File: config.mk
export PLATFORM = sky130hd
export DESIGN_NAME = rau_back
export DESIGN_NICKNAME = d
export VERILOG_FILES = /design/src/sv/assert_macros.svh /design/src/sv/rau_pkg.sv /design/src/sv/rau_back.sv
export SDC_FILE = /design/constraint.sdc
export NUM_CORES = 1
export LEC_CHECK = 0
export BUFFER_PORTS_ARGS = -buffer_cell sky130_fd_sc_hd__buf_2
export CORE_MARGIN = 4
export CORE_UTILIZATION = 55
export CTS_BUF_LIST = sky130_fd_sc_hd__clkbuf_16
export CTS_CLUSTER_DIAMETER = 30
export DETAILED_ROUTE_END_ITERATION = 16
export PLACE_DENSITY = 0.74
export REMOVE_ABC_BUFFERS = 1
export SYNTH_ARGS = -nofsm -noshare
export SYNTH_HDL_FRONTEND = slang
export SYNTH_SLANG_ARGS = --single-unit
File: constraint.sdc
create_clock -name clk_i -period 51.2 [get_ports clk_i]
set_clock_uncertainty 0.2 [all_clocks]
set_input_delay 12.8 -clock clk_i [delete_from_list [all_inputs] [get_ports clk_i]]
set_output_delay 12.8 -clock clk_i [all_outputs]
set_load 0.05 [all_outputs]
File: src/sv/assert_macros.svh
// Assertion helpers for the rational arithmetic unit
`ifndef ASSERT_MACROS_SVH
`define ASSERT_MACROS_SVH

// check that antecedent implies consequent on the same edge
`define RAU_ASSERT_IMP(lbl, clk, rstn, ante, cons) \
  lbl: assert property (@(posedge clk) disable iff (!rstn) (ante) |-> (cons)) \
    else $error("assertion failed");

// check that antecedent implies consequent on the next edge
`define RAU_ASSERT_NEXT(lbl, clk, rstn, ante, cons) \
  lbl: assert property (@(posedge clk) disable iff (!rstn) (ante) |=> (cons)) \
    else $error("assertion failed");

`endif

File: src/sv/rau_pkg.sv
package rau_pkg;

  localparam int unsigned OperandWidth = 31;
  localparam int unsigned ProdWidth    = 2 * OperandWidth;
  localparam int unsigned WideWidth    = 64;
  localparam int unsigned MagWidth     = 63;
  localparam int unsigned QDepth       = 2;
  localparam int unsigned QPtrWidth    = $clog2(QDepth);

  typedef enum logic [1:0] {
    OpAdd = 2'd0,
    OpSub = 2'd1,
    OpMul = 2'd2,
    OpDiv = 2'd3
  } op_e;

  typedef logic signed [OperandWidth-1:0] operand_t;

  // classified job handed from front to back
  typedef struct packed {
    logic                 special;
    logic                 div_zero;
    logic                 neg;
    logic [MagWidth:0]    unum;
    logic [MagWidth:0]    uden;
  } job_t;

  typedef struct packed {
    logic signed [WideWidth-1:0] res_num;
    logic [MagWidth-1:0]         res_den;
    logic                        div_zero;
  } result_t;

endpackage

File: src/sv/rau_back.sv
module rau_back (
  input  logic             clk_i,
  input  logic             rst_ni,
  input  logic             job_valid_i,
  output logic             job_take_o,
  input  rau_pkg::job_t    job_i,
  output logic             empty,
  input  logic             pop,
  output rau_pkg::result_t res_o
);

  typedef enum logic [2:0] {
    StIdle,
    StGcd,
    StDivN,
    StDivD,
    StDone
  } state_e;

  localparam int unsigned W = rau_pkg::MagWidth + 1;
  localparam int unsigned CW = $clog2(W + 1);

  state_e state_q;
  logic [W-1:0] x_q, y_q, g_q, n_q, d_q;
  logic [W-1:0] quo_q, rem_q, dvd_q;
  logic [CW-1:0] cnt_q;
  logic neg_q;
  logic first_q;
  rau_pkg::result_t res_q;

  // one restoring divide step
  logic [W:0] rem_full;
  logic [W-1:0] divisor;
  logic ge;
  always_comb begin
    divisor  = (state_q == StGcd) ? y_q : g_q;
    rem_full = {rem_q, dvd_q[W-1]};
    ge       = rem_full >= {1'b0, divisor};
  end

  assign job_take_o = (state_q == StIdle) && job_valid_i;
  assign empty      = (state_q != StDone);
  assign res_o      = res_q;

  always_ff @(posedge clk_i or negedge rst_ni) begin
    if (!rst_ni) begin
      state_q <= StIdle;
    end else begin
      case (state_q)
        StIdle: begin
          if (job_valid_i) begin
            res_q.div_zero <= job_i.div_zero;
            if (job_i.special) begin
              res_q.res_num <= '0;
              res_q.res_den <= rau_pkg::MagWidth'(1);
              state_q       <= StDone;
            end else begin
              neg_q   <= job_i.neg;
              n_q     <= job_i.unum;
              d_q     <= job_i.uden;
              x_q     <= job_i.unum;
              y_q     <= job_i.uden;
              first_q <= 1'b1;
              state_q <= StGcd;
            end
          end
        end
        StGcd: begin
          if (first_q) begin
            first_q <= 1'b0;
            if (y_q == '0) begin
              g_q     <= x_q;
              dvd_q   <= n_q;
              rem_q   <= '0;
              cnt_q   <= CW'(W);
              state_q <= StDivN;
            end else begin
              dvd_q <= x_q;
              rem_q <= '0;
              cnt_q <= CW'(W);
            end
          end else if (cnt_q != '0) begin
            rem_q <= ge ? W'(rem_full - {1'b0, divisor}) : rem_full[W-1:0];
            dvd_q <= {dvd_q[W-2:0], 1'b0};
            cnt_q <= cnt_q - 1'b1;
          end else begin
            x_q     <= y_q;
            y_q     <= rem_q;
            first_q <= 1'b1;
          end
        end
        StDivN, StDivD: begin
          if (cnt_q != '0) begin
            rem_q <= ge ? W'(rem_full - {1'b0, divisor}) : rem_full[W-1:0];
            quo_q <= {quo_q[W-2:0], ge};
            dvd_q <= {dvd_q[W-2:0], 1'b0};
            cnt_q <= cnt_q - 1'b1;
          end else if (state_q == StDivN) begin
            res_q.res_num <= neg_q ? rau_pkg::WideWidth'(-quo_q)
                                   : rau_pkg::WideWidth'(quo_q);
            dvd_q   <= d_q;
            rem_q   <= '0;
            cnt_q   <= CW'(W);
            state_q <= StDivD;
          end else begin
            res_q.res_den <= quo_q[rau_pkg::MagWidth-1:0];
            state_q       <= StDone;
          end
        end
        StDone: begin
          if (pop) begin
            state_q <= StIdle;
          end
        end
        default: state_q <= StIdle;
      endcase
    end
  end

endmodule

==> impl_metrics.csv <==
group,metric,value,unit
global_route,first_global_vias,21700,
clock_network,cts_max_level,4,
global_route,overflow,0,
yosys,synth_flop_cell,"edfxtp_1",
yosys,synth_warnings,0,
placed_design,numPortBuffers,264,
worst_setup_path,crit_required,38.20,ns
finish,fin_cells,3725,
sta,final_max_slew_viol_count,0,
routing,drc,0,
clock_network,clock_path_buffers,3,
sta,worst_pin_slew,1.27,ns
global_route,grt_util_all_layers,0.257,
finish,drive_above_1_share,0.174,
worst_setup_path,startpoint_type,"primary input",
sta,final-hold-violation-count,0,
global_route,grt_pass1_wl,120000,µm
finish,final_common_cell,"edfxtp_1",
yosys,avgSynthCellArea,11.8,µm²
worst_setup_path,cp.arrival,13.80,ns
sta,rsz0062_at_grt,"false",
power_and_ir_drop,leakage,13.9,nW
yosys,ys_seq_elements,652,
flow_run,cap_viol_max_count,0,
routing,drt_iter0_drc,1871,
clock_network,cts_sinks,652,
global_route,antenna_found_initial,7,
die,std_cell_rows,86,
worst_setup_path,timing.rr.start,"state_q[2]$_DFFE_PN0P_",
sta,setup_viol,0,
sta,clock.fmax,0.0373,GHz
die,initial_utilization,0.555,
clock_network,post-cts-setup-buffers,0,
clock_network,clock-root-buffer,"clkbuf_16",
run_status,status,"complete, no violations",
clock_network,holdBufCountCts,0,
yosys,synth_edf_count,649,
die,die_area,59300,µm²
yosys,yosys-top-cells-area,"edfxtp_1 (64%), nand2_1 (6.9%), ha_1 (2.7%)",
clock_network,clkTransAtPathRegs,0.05,ns
sta,period_share,0.523,
finish,syn2layout_area_growth,20.7,%
placed_design,hpwlAfterDp,49900,µm
finish,final_cell_mix,"edfxtp_1 (649), nand2_1 (554), buf_2 (264), nor2_1 (149)",
yosys,synth_top_area_cell,"edfxtp_1",
finish,nNetsFinal,3075,
routing,firstDrtPassIters,6,
sta,max-slew-margin-rel,0.154,
power_and_ir_drop,ir_drop,0.0342,mV
routing,viasPerCell,5.86,
power_and_ir_drop,power.density,56.6,nW/µm²
yosys,yosys.cell_types.count,62,
routing,vias,21800,
routing,ant_nets,0,
die,io_pins,265,
clock_network,clock_latency,0.69,ns
clock_network,tritoncts,"done",
sta,fin_tns_setup,0,ns
worst_setup_path,crit_path_max_fanout,5,
min_path,holdPathEnd,"g_q[17]$_DFFE_PP_",
worst_setup_path,ff2ff_setup_slack,44.09,ns
die,die_h,244,µm
worst_setup_path,critPathKind,"in -> out",
worst_setup_path,reg2reg_depth,19,
clock_network,cts_made_buffers,132,
finish,multiInputGateArea,10400,µm²
finish,register_area,19600,µm²
finish,nFillCells,4061,
yosys,syn-cell-area,30500,µm²
min_path,hp-class,"reg -> reg",
placed_design,dp_cells,3487,
min_path,min_from,"x_q[17]$_DFFE_PP_",
routing,routed_wl,77600,µm
routing,wl_per_cell,20.8,µm
yosys,seq_area_frac_synth,0.641,
min_path,holdPathStages,0,
worst_setup_path,r2r_end,"rem_q[27]$_DFFE_PP_",
clock_network,cts-resized-gates,0,
yosys,synth_top_area_frac,0.639,
worst_setup_path,crit_path_end_kind,"primary output",
yosys,synthArstFlopShare,0.00460,
yosys,syn_inst,2588,
die,core,55000,µm²
sta,post-route-min-period,26.80,ns
global_route,grt_max_degree,81,
die,chipWidth,244,µm
placed_design,globalplace.congestion,0.916,
==> area by class of cell <==
class / instances / share of cell area
sequential: 652 / 0.531
tap: 748 / 0.0254
clock inverter: 97 / 0.0235
antenna: 5 / 0.000340
timing repair buffer: 292 / 0.0416
clock buffer: 136 / 0.0924
multi-input combinational: 1764 / 0.282
inverter: 31 / 0.00316
==> cell families after synthesis <==
logic type,synth area share
XOR/XNOR,0.0342
flip-flops,0.641
AO/OA/AOI/OAI,0.114
multiplexers,0.0220
buffers and inverters,0.0212
adder cells (fa/ha/maj),0.0277
AND/OR/NAND/NOR,0.140
==> registers in the layout (all words and copies together) (netlist names) <==
name,flops
g_q,64
n_q,64
neg_q,1
dvd_q,64
res_o,128
y_q,64
cnt_q,7
first_q,1
quo_q,64
d_q,64
rem_q,64
state_q,3
x_q,64
==> metal layers <==
metal  routed length [µm]  vias up  global-route usage
li1                     -    10100                   -
met1                32700    10700               0.342
met2                37100      818               0.422
met3                 5790      131              0.0592
met4                 1930        8              0.0884
met5                   48        -                   0
==> how the worst max path moves through the flow <==
stage                     start                 end  slack, ns  depth (start not counted)
detailed placement  job_valid_i          job_take_o      24.41                          3
floorplan                rst_ni  cnt_q[0]$_DFFE_PP_      15.99                          2
global placement    job_valid_i          job_take_o      24.44                          3
CTS                 job_valid_i          job_take_o      24.41                          3
finish              job_valid_i          job_take_o      24.40                          3
global route        job_valid_i          job_take_o      24.21                          3
==> cell usage after synthesis, types with 11 or more instances <==
library cell and instances:
mux2i_1 67, a21boi_0 64, nor2_1 152, and2_1 67, o31ai_1 24, buf_1 14, ha_1 66, nand2_1 557
and3_1 11, o21a_1 12, a21oi_1 125, nand3_1 24, xnor2_1 47, inv_1 31, or3_1 18, a22oi_1 63
nand2b_1 16, nor4_1 24, o41ai_1 11, a21o_1 30, a211oi_1 22, o21bai_1 13, nand4_1 36, xor2_1 72
edfxtp_1 649, clkbuf_1 125, o21ai_0 136, nor3_1 23
==> critical path, cell delays in order <==
cell	delay [ns]
buf_2	0.12
nor4b_1	0.50
buf_2	0.37
==> report_power, final <==
part           total [W]  leakage, nW  internal [W]  switching [W]
Sequential      0.000691         6.02      0.000664      0.0000273
Clock           0.000815         2.14      0.000543       0.000272
Combinational   0.000576         5.72      0.000202       0.000374
==> metrics by stage <==
step	area [µm²]	hold slack, ns	utilization	power [W]	worst slack [ns]
3_5_place_dp	32500	0.237	0.592	0.00126	24.41
6_report	36800	0.242	0.670	0.00208	24.40
4_1_cts	36800	0.236	0.669	0.00209	24.41
3_3_place_gp	32500	0.227	0.592	0.00125	24.44
2_1_floorplan	30000	0.226	-	0.00113	15.99
5_1_grt	36800	0.252	0.670	0.00219	24.21
Note: power is estimated with default switching activity, not from simulation.
