==> src/sv/assert_macros.svh <==
// Assertion helpers for the rational arithmetic unit
`ifndef ASSERT_MACROS_SVH
`define ASSERT_MACROS_SVH

// check that antecedent implies consequent on the same edge
`define RAU_ASSERT_IMP(lbl, clk, rstn, ante, cons) \
  lbl: assert property (@(posedge clk) disable iff (!rstn) (ante) |-> (cons)) \
    else $error("assertion failed");

// check that antecedent implies consequent on the next edge
`define RAU_ASSERT_NEXT(lbl, clk, rstn, ante, cons) \
  lbl: assert property (@(posedge clk) disable iff (!rstn) (ante) |=> (cons)) \
    else $error("assertion failed");

`endif

==> src/sv/rau_pkg.sv <==
package rau_pkg;

  localparam int unsigned OperandWidth = 31;
  localparam int unsigned ProdWidth    = 2 * OperandWidth;
  localparam int unsigned WideWidth    = 64;
  localparam int unsigned MagWidth     = 63;
  localparam int unsigned QDepth       = 2;
  localparam int unsigned QPtrWidth    = $clog2(QDepth);

  typedef enum logic [1:0] {
    OpAdd = 2'd0,
    OpSub = 2'd1,
    OpMul = 2'd2,
    OpDiv = 2'd3
  } op_e;

  typedef logic signed [OperandWidth-1:0] operand_t;

  // classified job handed from front to back
  typedef struct packed {
    logic                 special;
    logic                 div_zero;
    logic                 neg;
    logic [MagWidth:0]    unum;
    logic [MagWidth:0]    uden;
  } job_t;

  typedef struct packed {
    logic signed [WideWidth-1:0] res_num;
    logic [MagWidth-1:0]         res_den;
    logic                        div_zero;
  } result_t;

endpackage

==> src/sv/rau_queue.sv <==
module rau_queue (
  input  logic          clk_i,
  input  logic          rst_ni,
  input  logic          wr_i,
  output logic          wr_ready_o,
  input  rau_pkg::job_t wdata_i,
  output logic          rd_valid_o,
  input  logic          rd_i,
  output rau_pkg::job_t rdata_o
);

  rau_pkg::job_t mem_q [rau_pkg::QDepth];
  logic [rau_pkg::QPtrWidth-1:0] wp_q, rp_q;
  logic [rau_pkg::QPtrWidth:0]   cnt_q;

  assign wr_ready_o = (cnt_q != rau_pkg::QPtrWidth'(0) + (rau_pkg::QPtrWidth+1)'(rau_pkg::QDepth));
  assign rd_valid_o = (cnt_q != '0);
  assign rdata_o    = mem_q[rp_q];

  always_ff @(posedge clk_i) begin
    if (wr_i && wr_ready_o) begin
      mem_q[wp_q] <= wdata_i;
    end
  end

  always_ff @(posedge clk_i or negedge rst_ni) begin
    if (!rst_ni) begin
      wp_q  <= '0;
      rp_q  <= '0;
      cnt_q <= '0;
    end else begin
      if (wr_i && wr_ready_o) begin
        wp_q <= wp_q + 1'b1;
      end
      if (rd_i && rd_valid_o) begin
        rp_q <= rp_q + 1'b1;
      end
      cnt_q <= cnt_q + (rau_pkg::QPtrWidth+1)'(wr_i && wr_ready_o)
                     - (rau_pkg::QPtrWidth+1)'(rd_i && rd_valid_o);
    end
  end

endmodule

==> config.mk <==
export PLATFORM = sky130hd
export DESIGN_NAME = rau_queue
export DESIGN_NICKNAME = d
export VERILOG_FILES = /design/src/sv/assert_macros.svh /design/src/sv/rau_pkg.sv /design/src/sv/rau_queue.sv
export SDC_FILE = /design/constraint.sdc
export NUM_CORES = 1
export LEC_CHECK = 0
export BUFFER_PORTS_ARGS = -buffer_cell sky130_fd_sc_hd__buf_2
export CAP_MARGIN = 20
export CORE_MARGIN = 4
export CORE_UTILIZATION = 47
export DETAILED_ROUTE_END_ITERATION = 10
export HOLD_SLACK_MARGIN = 0.15
export PLACE_DENSITY = 0.81
export SLEW_MARGIN = 20
export SYNTH_ARGS = -nofsm -noshare
export SYNTH_HDL_FRONTEND = slang
export SYNTH_SLANG_ARGS = --single-unit
==> constraint.sdc <==
create_clock -name clk_i -period 6.8 [get_ports clk_i]
set_clock_uncertainty 0.05 [all_clocks]
set_input_delay 1.02 -clock clk_i [delete_from_list [all_inputs] [get_ports clk_i]]
set_output_delay 1.02 -clock clk_i [all_outputs]
set_load 0.03 [all_outputs]
==> impl_metrics.py, run 1 <==
metrics = {
    "floorplanning": {
        "num_rows": 53,
        "fp.dieArea_um2": 23700,
        "core_um2": 21000,
        "initial_core_util": 0.477,
        "boundaryPins": 268,
        "fp.dieH_um": 154,
        "dieWidth_um": 154,
    },
    "synth": {
        "synth_nets": 566,
        "yosys.cell_types.count": 20,
        "synth_seq_area_share": 0.796,
        "syn_inst": 430,
        "syn_area_um2": 10000,
        "synth_seq_cells": 266,
        "yosys_warnings": 0,
        "syn_avg_cell_area_um2": 23.3,
    },
    "critical_path": {
        "crit_end": "rdata_o[27]",
        "crit_path_end_kind": "output port",
        "required_ps": 5730,
        "r2r_start": "cnt_q[0]",
        "rr_worst_depth": 4,
        "crit_type": "flop to output port",
        "timing.rr.end": "mem_q[0][72]",
        "crit_arrival_ps": 2240,
        "worst-r2r-setup-slack_ps": 4570,
        "crit_fanout": 132,
        "start_kind": "flop",
        "startpoint": "rp_q",
    },
    "drt": {
        "drtIter0Drc": 216,
        "ant_nets": 0,
        "first_pass_iters": 4,
        "avgViaCountPerCell": 4.91,
        "drc_errors": 0,
        "via_count": 4967,
        "wl_per_cell_um": 17.8,
        "finalWirelength_mm": 18.0,
    },
    "finish": {
        "nets": 853,
        "drive_gt1_frac": 0.607,
        "final_common_cell": "buf_2",
        "antennaDiodeCount": 0,
        "fillers": 1572,
        "syn_to_final_growth_pct": 25.0,
        "final_cell_count_no_fill": 1012,
        "ff_latch_area_um2": 7970,
        "post-route-util": 0.597,
        "final_cell_mix": "buf_2, edfxtp_1, mux2_4",
        "design_area_um2": 12500,
        "multi_input_area_um2": 1910,
    },
    "timing": {
        "rsz0062_at_grt": "false",
        "period_minus_slack_ps": 3310,
        "slew_viol_final": 0,
        "hold_viol": 0,
        "setup_violations": 0,
        "timing.final.crit_share": 0.487,
        "max_freq_mhz": 302,
        "tightest_slew_ps": 903,
        "maxSlewHeadroom": 0.398,
        "setup-tns-final_ps": 0,
    },
    "clocking": {
        "clk_pin_slew_ps": 60,
        "cts_tree": "built",
        "cts_resized": 0,
        "clk_path_buf_depth": 3,
        "cts-hold-fix-buffers": 0,
        "h-tree-depth": 1,
        "worstSkewPairLatency_ps": 520,
        "cts_setup_buffers": 0,
        "clock_sinks": 266,
        "cts_root_buf": "clkbuf_16",
        "cts_buffers": 27,
    },
    "placed_design": {
        "port_buffers": 267,
        "dp_cells": 962,
        "gp_congestion": 0.735,
        "hpwl_mm": 11.8,
        "place_area_um2": 11600,
    },
    "global_routing": {
        "grt_pass1_wl_mm": 27.6,
        "antenna_found_initial": 3,
        "grt_max_degree": 133,
        "first_global_vias": 5176,
        "grtUsageTotal": 0.146,
        "globalRouteOverflowTotal": 0,
    },
    "power_and_ir_drop": {
        "power_density_nw_per_um2": 477,
        "leakagePower_nw": 4.91,
        "peakVddDrop_v": 0.000513,
    },
    "hold_path": {
        "hold_class": "input port to async pin",
    },
    "job": {
        "maxCapViolCount": 0,
    },
    "status": {
        "status": "completed",
    },
}
-- layout make-up --
class | instances | area share
Clock inverter | 8 | 0.00560
Clock buffer | 41 | 0.0638
Timing Repair Buffer | 273 | 0.113
Tap cell | 275 | 0.0275
Sequential cell | 266 | 0.637
Multi-Input combinational cell | 149 | 0.152
-- Yosys cell counts --
cell type | count | area share
nor2b_1 | 1 | 0.00063
edfxtp_1 | 262 | 0.79
a32oi_1 | 1 | 0.00088
or2_2 | 1 | 0.00063
and3_1 | 1 | 0.00063
mux2_2 | 51 | 0.057
buf_6 | 9 | 0.010
buf_2 | 5 | 0.0025
nor2_1 | 3 | 0.0011
xnor2_1 | 3 | 0.0026
nand2_1 | 2 | 0.00075
mux2_4 | 80 | 0.12
dfrtp_1 | 4 | 0.010
a211oi_1 | 1 | 0.00075
nand2b_1 | 1 | 0.00063
ha_1 | 1 | 0.0013
a21bo_2 | 1 | 0.0010
buf_8 | 1 | 0.0015
o21ai_0 | 1 | 0.00050
nand3_1 | 1 | 0.00050
-- power breakdown --
group	switching (mW)	total (mW)	internal [mW]
Combinational	1.40	2.23	0.824
Clock	0.558	1.40	0.844
Sequential	0.0889	2.33	2.24
-- critical path, stage by stage (launching register included) --
cell	delay, ps
dfrtp_4	420
buf_12	640
mux2_2	440
buf_2	190
-- metrics by stage --
step	total power [mW]	hold WS [ps]	setup WS, ps
after floorplan	4.12	429	1790
final	5.96	240	3490
after CTS	6.04	205	3390
after global routing	6.25	208	3330
after detailed placement	4.62	509	3450
after global placement	4.59	492	3460
-- state kept, by name, indices dropped and copies added, names as in the netlist --
name / count
rp_q: 1
wp_q: 1
mem_q: 262
cnt_q: 2
-- kinds of logic (layout without fill, tap and decap cells) --
| group | after synthesis | in the layout | share of synthesized area |
|---|---|---|---|
| buffers and inverters | 15 | 322 | 0.0141 |
| AO/OA/AOI/OAI | 4 | 4 | 0.00313 |
| AND/OR/NAND/NOR | 10 | 10 | 0.00488 |
| adder cells (fa/ha/maj) | 1 | 1 | 0.00125 |
| XOR/XNOR | 3 | 3 | 0.00263 |
| multiplexers | 131 | 131 | 0.177 |
| flip-flops | 266 | 266 | 0.796 |
-- worst min path at each step --
stage,startpoint,to,slack [ps],depth (start not counted)
floorplan,wp_q,wp_q,430,1
global placement,wp_q,wp_q,490,1
detailed placement,wp_q,wp_q,510,1
CTS,rst_ni,wp_q,210,1
global route,rst_ni,rp_q,210,1
finish,rst_ni,wp_q,240,1
-- per-layer routing --
metal,wire (um),up-vias,GRT usage
li1,-,2290,-
met1,6870,2418,0.177
met2,9040,208,0.251
met3,1600,45,0.0478
met4,466,6,0.0442
met5,34,-,0
(Power assumes the default switching activity.)
==> run 2: changes to the inputs <==
- PLACE_DENSITY: 0.81 -> 0.79
- clock period: 6.8 -> 3.1 ns (I/O delays scaled with it)
==> impl_metrics.py, run 2 (synthesized netlist as in run 1, its figures left out) <==
metrics = {
    "critical_path": {
        "crit_type": "flop to output port",
        "start_kind": "flop",
        "crit_arrival_ps": 2030,
        "rr_worst_depth": 4,
        "crit_fanout": 84,
        "required_ps": 2580,
        "crit_path_end_kind": "output port",
    },
    "power_and_ir_drop": {
        "leakagePower_nw": 5.48,
        "power_density_nw_per_um2": 963,
        "peakVddDrop_v": 0.000681,
    },
    "hold_path": {
        "min_path_cells": 3,
        "hold_class": "input port to flop",
    },
    "clocking": {
        "worstSkewPairLatency_ps": 520,
        "cts_resized": 0,
        "clk_pin_slew_ps": 60,
        "cts_root_buf": "clkbuf_16",
        "cts_buffers": 27,
        "clock_sinks": 266,
        "cts_tree": "built",
        "h-tree-depth": 1,
        "clk_path_buf_depth": 3,
        "cts-hold-fix-buffers": 132,
        "cts_setup_buffers": 0,
    },
    "timing": {
        "tightest_slew_ps": 774,
        "max_freq_mhz": 392,
        "maxSlewHeadroom": 0.484,
        "timing.final.crit_share": 0.822,
        "worst_slack_ps": 552,
        "rsz0062_at_grt": "false",
        "setup-tns-final_ps": 0,
        "period_minus_slack_ps": 2550,
        "setup_violations": 0,
        "slew_viol_final": 0,
        "hold_viol": 0,
    },
    "floorplanning": {
        "dieWidth_um": 154,
        "initial_core_util": 0.477,
        "core_um2": 21000,
        "boundaryPins": 268,
        "fp.dieH_um": 154,
        "fp.dieArea_um2": 23700,
        "num_rows": 53,
    },
    "drt": {
        "drtIter0Drc": 257,
        "ant_nets": 0,
        "via_count": 5569,
        "finalWirelength_mm": 21.3,
        "wl_per_cell_um": 18.6,
        "avgViaCountPerCell": 4.85,
        "first_pass_iters": 5,
        "drc_errors": 0,
    },
    "global_routing": {
        "globalRouteOverflowTotal": 0,
        "grt_max_degree": 85,
        "grt_pass1_wl_mm": 32.5,
        "first_global_vias": 6146,
        "grtUsageTotal": 0.172,
        "antenna_found_initial": 2,
    },
    "status": {
        "status": "completed",
    },
    "placed_design": {
        "pre_cts_slack_ps": 1090,
        "gp_congestion": 0.752,
        "hpwl_mm": 12.7,
        "port_buffers": 267,
    },
    "finish": {
        "nets": 987,
        "drive_gt1_frac": 0.518,
        "largest-register": "mem_q",
        "final_cell_mix": "buf_2, edfxtp_1, dlygate4sd3_1",
        "fillers": 1370,
        "syn_to_final_growth_pct": 38.9,
        "reg_top3": "mem_q (262), cnt_q (2)",
        "largest_reg_flops": 262,
        "final_common_cell": "buf_2",
    },
    "job": {
        "maxCapViolCount": 0,
    },
}
-- run 2: cell count changes in the layout (fill, tap and decap cells not counted), sizes merged --
| cell | previous run | this run |
|---|---|---|
| buf | 273 | 275 |
| bufinv | 1 | 3 |
| clkbuf | 41 | 30 |
| clkinv | 5 | 14 |
| clkinvlp | 0 | 2 |
| diode | 0 | 2 |
| dlygate4sd3 | 0 | 132 |
| inv | 2 | 1 |
-- run 2: worst paths after layout --
kind,startpoint,endpoint,slack [ps]
worst max-delay path,rp_q,rdata_o[11],550
worst min-delay path,rd_i,rp_q,200
worst max register to register,cnt_q[0],mem_q[0][124],1200
worst min register to register,wp_q,wp_q,500
max in group asynchronous,rst_ni,rp_q,2610
min in group asynchronous,rst_ni,rp_q,250
-- run 2: worst max-delay path, stage by stage, from the launching register on --
cell and delay (ps):
dfrtp_4 440, buf_12 410, mux2_2 410, buf_2 190
-- run 2: stage by stage --
stage | total power, mW | utilization | cell area (um2) | hold slack [ps] | cells
after floorplan | 9.00 | - | 10000 | 119 | 430
after global placement | 10.1 | 0.558 | 11700 | 222 | 965
after detailed placement | 10.2 | 0.558 | 11700 | 230 | 965
after CTS | 13.5 | 0.663 | 13900 | 161 | 1147
after global routing | 14.0 | 0.663 | 13900 | 195 | 1149
final | 13.4 | 0.663 | 13900 | 199 | 1149
-- run 2: layer usage --
metal	global-route usage	wire [um]
met1	0.203	8220
met2	0.314	11200
met5	0	0
met3	0.0391	1490
met4	0.0509	439
-- run 2: layout make-up --
class                   instances  area (um2)  share of cell area
flip-flops and latches        266        7970               0.574
repair buffers                407        2780               0.200
multi-input cells             149        1920               0.138
clock buffers                  30         687              0.0494
well taps                     275         344              0.0248
clock inverters                20         189              0.0136
diodes                          2        5.00            0.000360
-- run 2: where the power goes --
part	switching (mW)	leakage [nW]	internal (mW)
Sequential	0.226	2.48	4.92
Combinational	3.16	2.57	1.95
Clock	1.29	0.423	1.85
==> run 3: changes to the inputs <==
- clock period: 3.1 -> 2.6 ns (I/O delays scaled with it)
==> impl_metrics.py, run 3 (synthesized netlist as in run 1, its figures left out) <==
metrics = {
    "finish": {
        "post-route-util": 0.667,
        "final_common_cell": "buf_2",
        "final_cell_mix": "buf_2, edfxtp_1, dlygate4sd3_1",
        "fillers": 1353,
        "largest_reg_flops": 262,
        "syn_to_final_growth_pct": 39.8,
        "nets": 993,
        "drive_gt1_frac": 0.521,
        "largest-register": "mem_q",
        "reg_top3": "mem_q (262), cnt_q (2)",
    },
    "timing": {
        "setup-tns-final_ps": 0,
        "tightest_slew_ps": 510,
        "max_freq_mhz": 410,
        "rsz0062_at_grt": "false",
        "slew_viol_final": 0,
        "maxSlewHeadroom": 0.660,
        "setup_violations": 0,
        "timing.final.crit_share": 0.938,
        "period_minus_slack_ps": 2440,
        "hold_viol": 0,
    },
    "critical_path": {
        "crit_type": "flop to output port",
        "r2r_start": "cnt_q[0]",
        "timing.rr.end": "mem_q[1][35]",
        "required_ps": 2160,
        "start_kind": "flop",
        "crit_family": "flip-flops",
        "path_cells": "buf_12 > mux2_2 > buf_2",
        "slowest_stage": "dfrtp_4",
        "rr_worst_depth": 3,
        "crit_arrival_ps": 2000,
        "critPathBufInv": 2,
        "path_depth": 3,
        "worst-r2r-setup-slack_ps": 710,
        "slowest_delay_ps": 610,
        "crit_path_end_kind": "output port",
        "crit_fanout": 38,
    },
    "floorplanning": {
        "core_um2": 21000,
        "dieWidth_um": 154,
        "initial_core_util": 0.477,
        "num_rows": 53,
        "boundaryPins": 268,
        "fp.dieArea_um2": 23700,
        "fp.dieH_um": 154,
    },
    "placed_design": {
        "hpwl_mm": 13.5,
        "port_buffers": 267,
        "gp_congestion": 0.757,
    },
    "drt": {
        "finalWirelength_mm": 22.3,
        "drc_errors": 0,
        "drtIter0Drc": 279,
        "via_count": 5686,
        "avgViaCountPerCell": 4.92,
        "first_pass_iters": 4,
        "wl_per_cell_um": 19.3,
        "ant_nets": 0,
    },
    "power_and_ir_drop": {
        "seq_power_share": 0.383,
        "switching_share": 0.347,
        "combPwrFrac": 0.382,
        "power_density_nw_per_um2": 1160,
        "peakVddDrop_v": 0.000663,
        "intPower_mw": 10.6,
        "leakagePower_nw": 5.52,
        "switchingPower_mw": 5.60,
        "p_clk_frac": 0.235,
    },
    "clocking": {
        "cts_resized": 0,
        "clk_path_buf_depth": 3,
        "clock_sinks": 266,
        "cts_buffers": 27,
        "cts_root_buf": "clkbuf_16",
        "worstSkewPairLatency_ps": 510,
        "cts_tree": "built",
        "clk_pin_slew_ps": 60,
        "h-tree-depth": 1,
    },
    "status": {
        "status": "completed",
    },
    "global_routing": {
        "globalRouteOverflowTotal": 0,
        "first_global_vias": 6206,
        "grt_pass1_wl_mm": 33.6,
        "grt_max_degree": 87,
        "antenna_found_initial": 5,
        "grtUsageTotal": 0.178,
    },
    "hold_path": {
        "hold_class": "input port to async pin",
    },
    "job": {
        "maxCapViolCount": 0,
    },
}
[run 3: layout make-up]
| class | instances | area [um2] | area share |
|---|---|---|---|
| clock inverter | 17 | 184 | 0.0131 |
| tap | 275 | 344 | 0.0246 |
| sequential | 266 | 7970 | 0.570 |
| clock buffer | 31 | 691 | 0.0494 |
| timing repair buffer | 413 | 2860 | 0.205 |
| antenna | 5 | 12.5 | 0.000895 |
| multi-input combinational | 149 | 1920 | 0.137 |
[run 3: timing repair]
action | CTS | global route
hold buffers | 134 | 0
buffers inserted | 0 | 1
endpoints found under the hold margin | 268 | 0
endpoints found under the setup margin | 0 | 13
[run 3: power groups by stage]
stage	Sequential, mW	Clock (mW)	Combinational, mW
finish	6.20	3.79	6.17
CTS	6.23	3.86	6.14
global placement	6.24	0	5.87
detailed placement	6.31	0	5.96
floorplan	6.17	0	4.56
global route	6.28	4.06	6.48
[run 3: through the flow]
step / setup WS, ps / total power, mW / cells / hold slack, ps / area, um2
3_5_place_dp: 586 / 12.3 / 968 / 156 / 11700
6_report: 162 / 16.2 / 1156 / 210 / 14000
4_1_cts: 24.9 / 16.2 / 1150 / 176 / 14000
2_1_floorplan: -510 / 10.7 / 430 / 44.4 / 10000
3_3_place_gp: 621 / 12.1 / 968 / 151 / 11700
5_1_grt: 116 / 16.8 / 1156 / 205 / 14000
[run 3: worst reg2reg max path, cell delays in order (launching register included)]
cell and delay (ps):
dfrtp_1 460, nand2b_4 200, and3_4 520, buf_4 350
[run 3: layer usage]
layer,track usage,vias up,wire length (um),part of all wire
li1,-,2574,-,-
met1,0.209,2795,8320,0.37
met2,0.327,256,11800,0.53
met3,0.0391,61,1440,0.065
met4,0.0555,0,701,0.031
met5,0,-,0,0
[run 3: worst max path at each step]
| stage | startpoint | to | slack, ps |
|---|---|---|---|
| finish | rp_q | rdata_o[17] | 160 |
| global route | rp_q | rdata_o[13] | 120 |
| CTS | rp_q | rdata_o[17] | 20 |
| detailed placement | rp_q | rdata_o[124] | 590 |
| global placement | rp_q | rdata_o[28] | 620 |
| floorplan | cnt_q[0] | mem_q[0][0] | -510 |
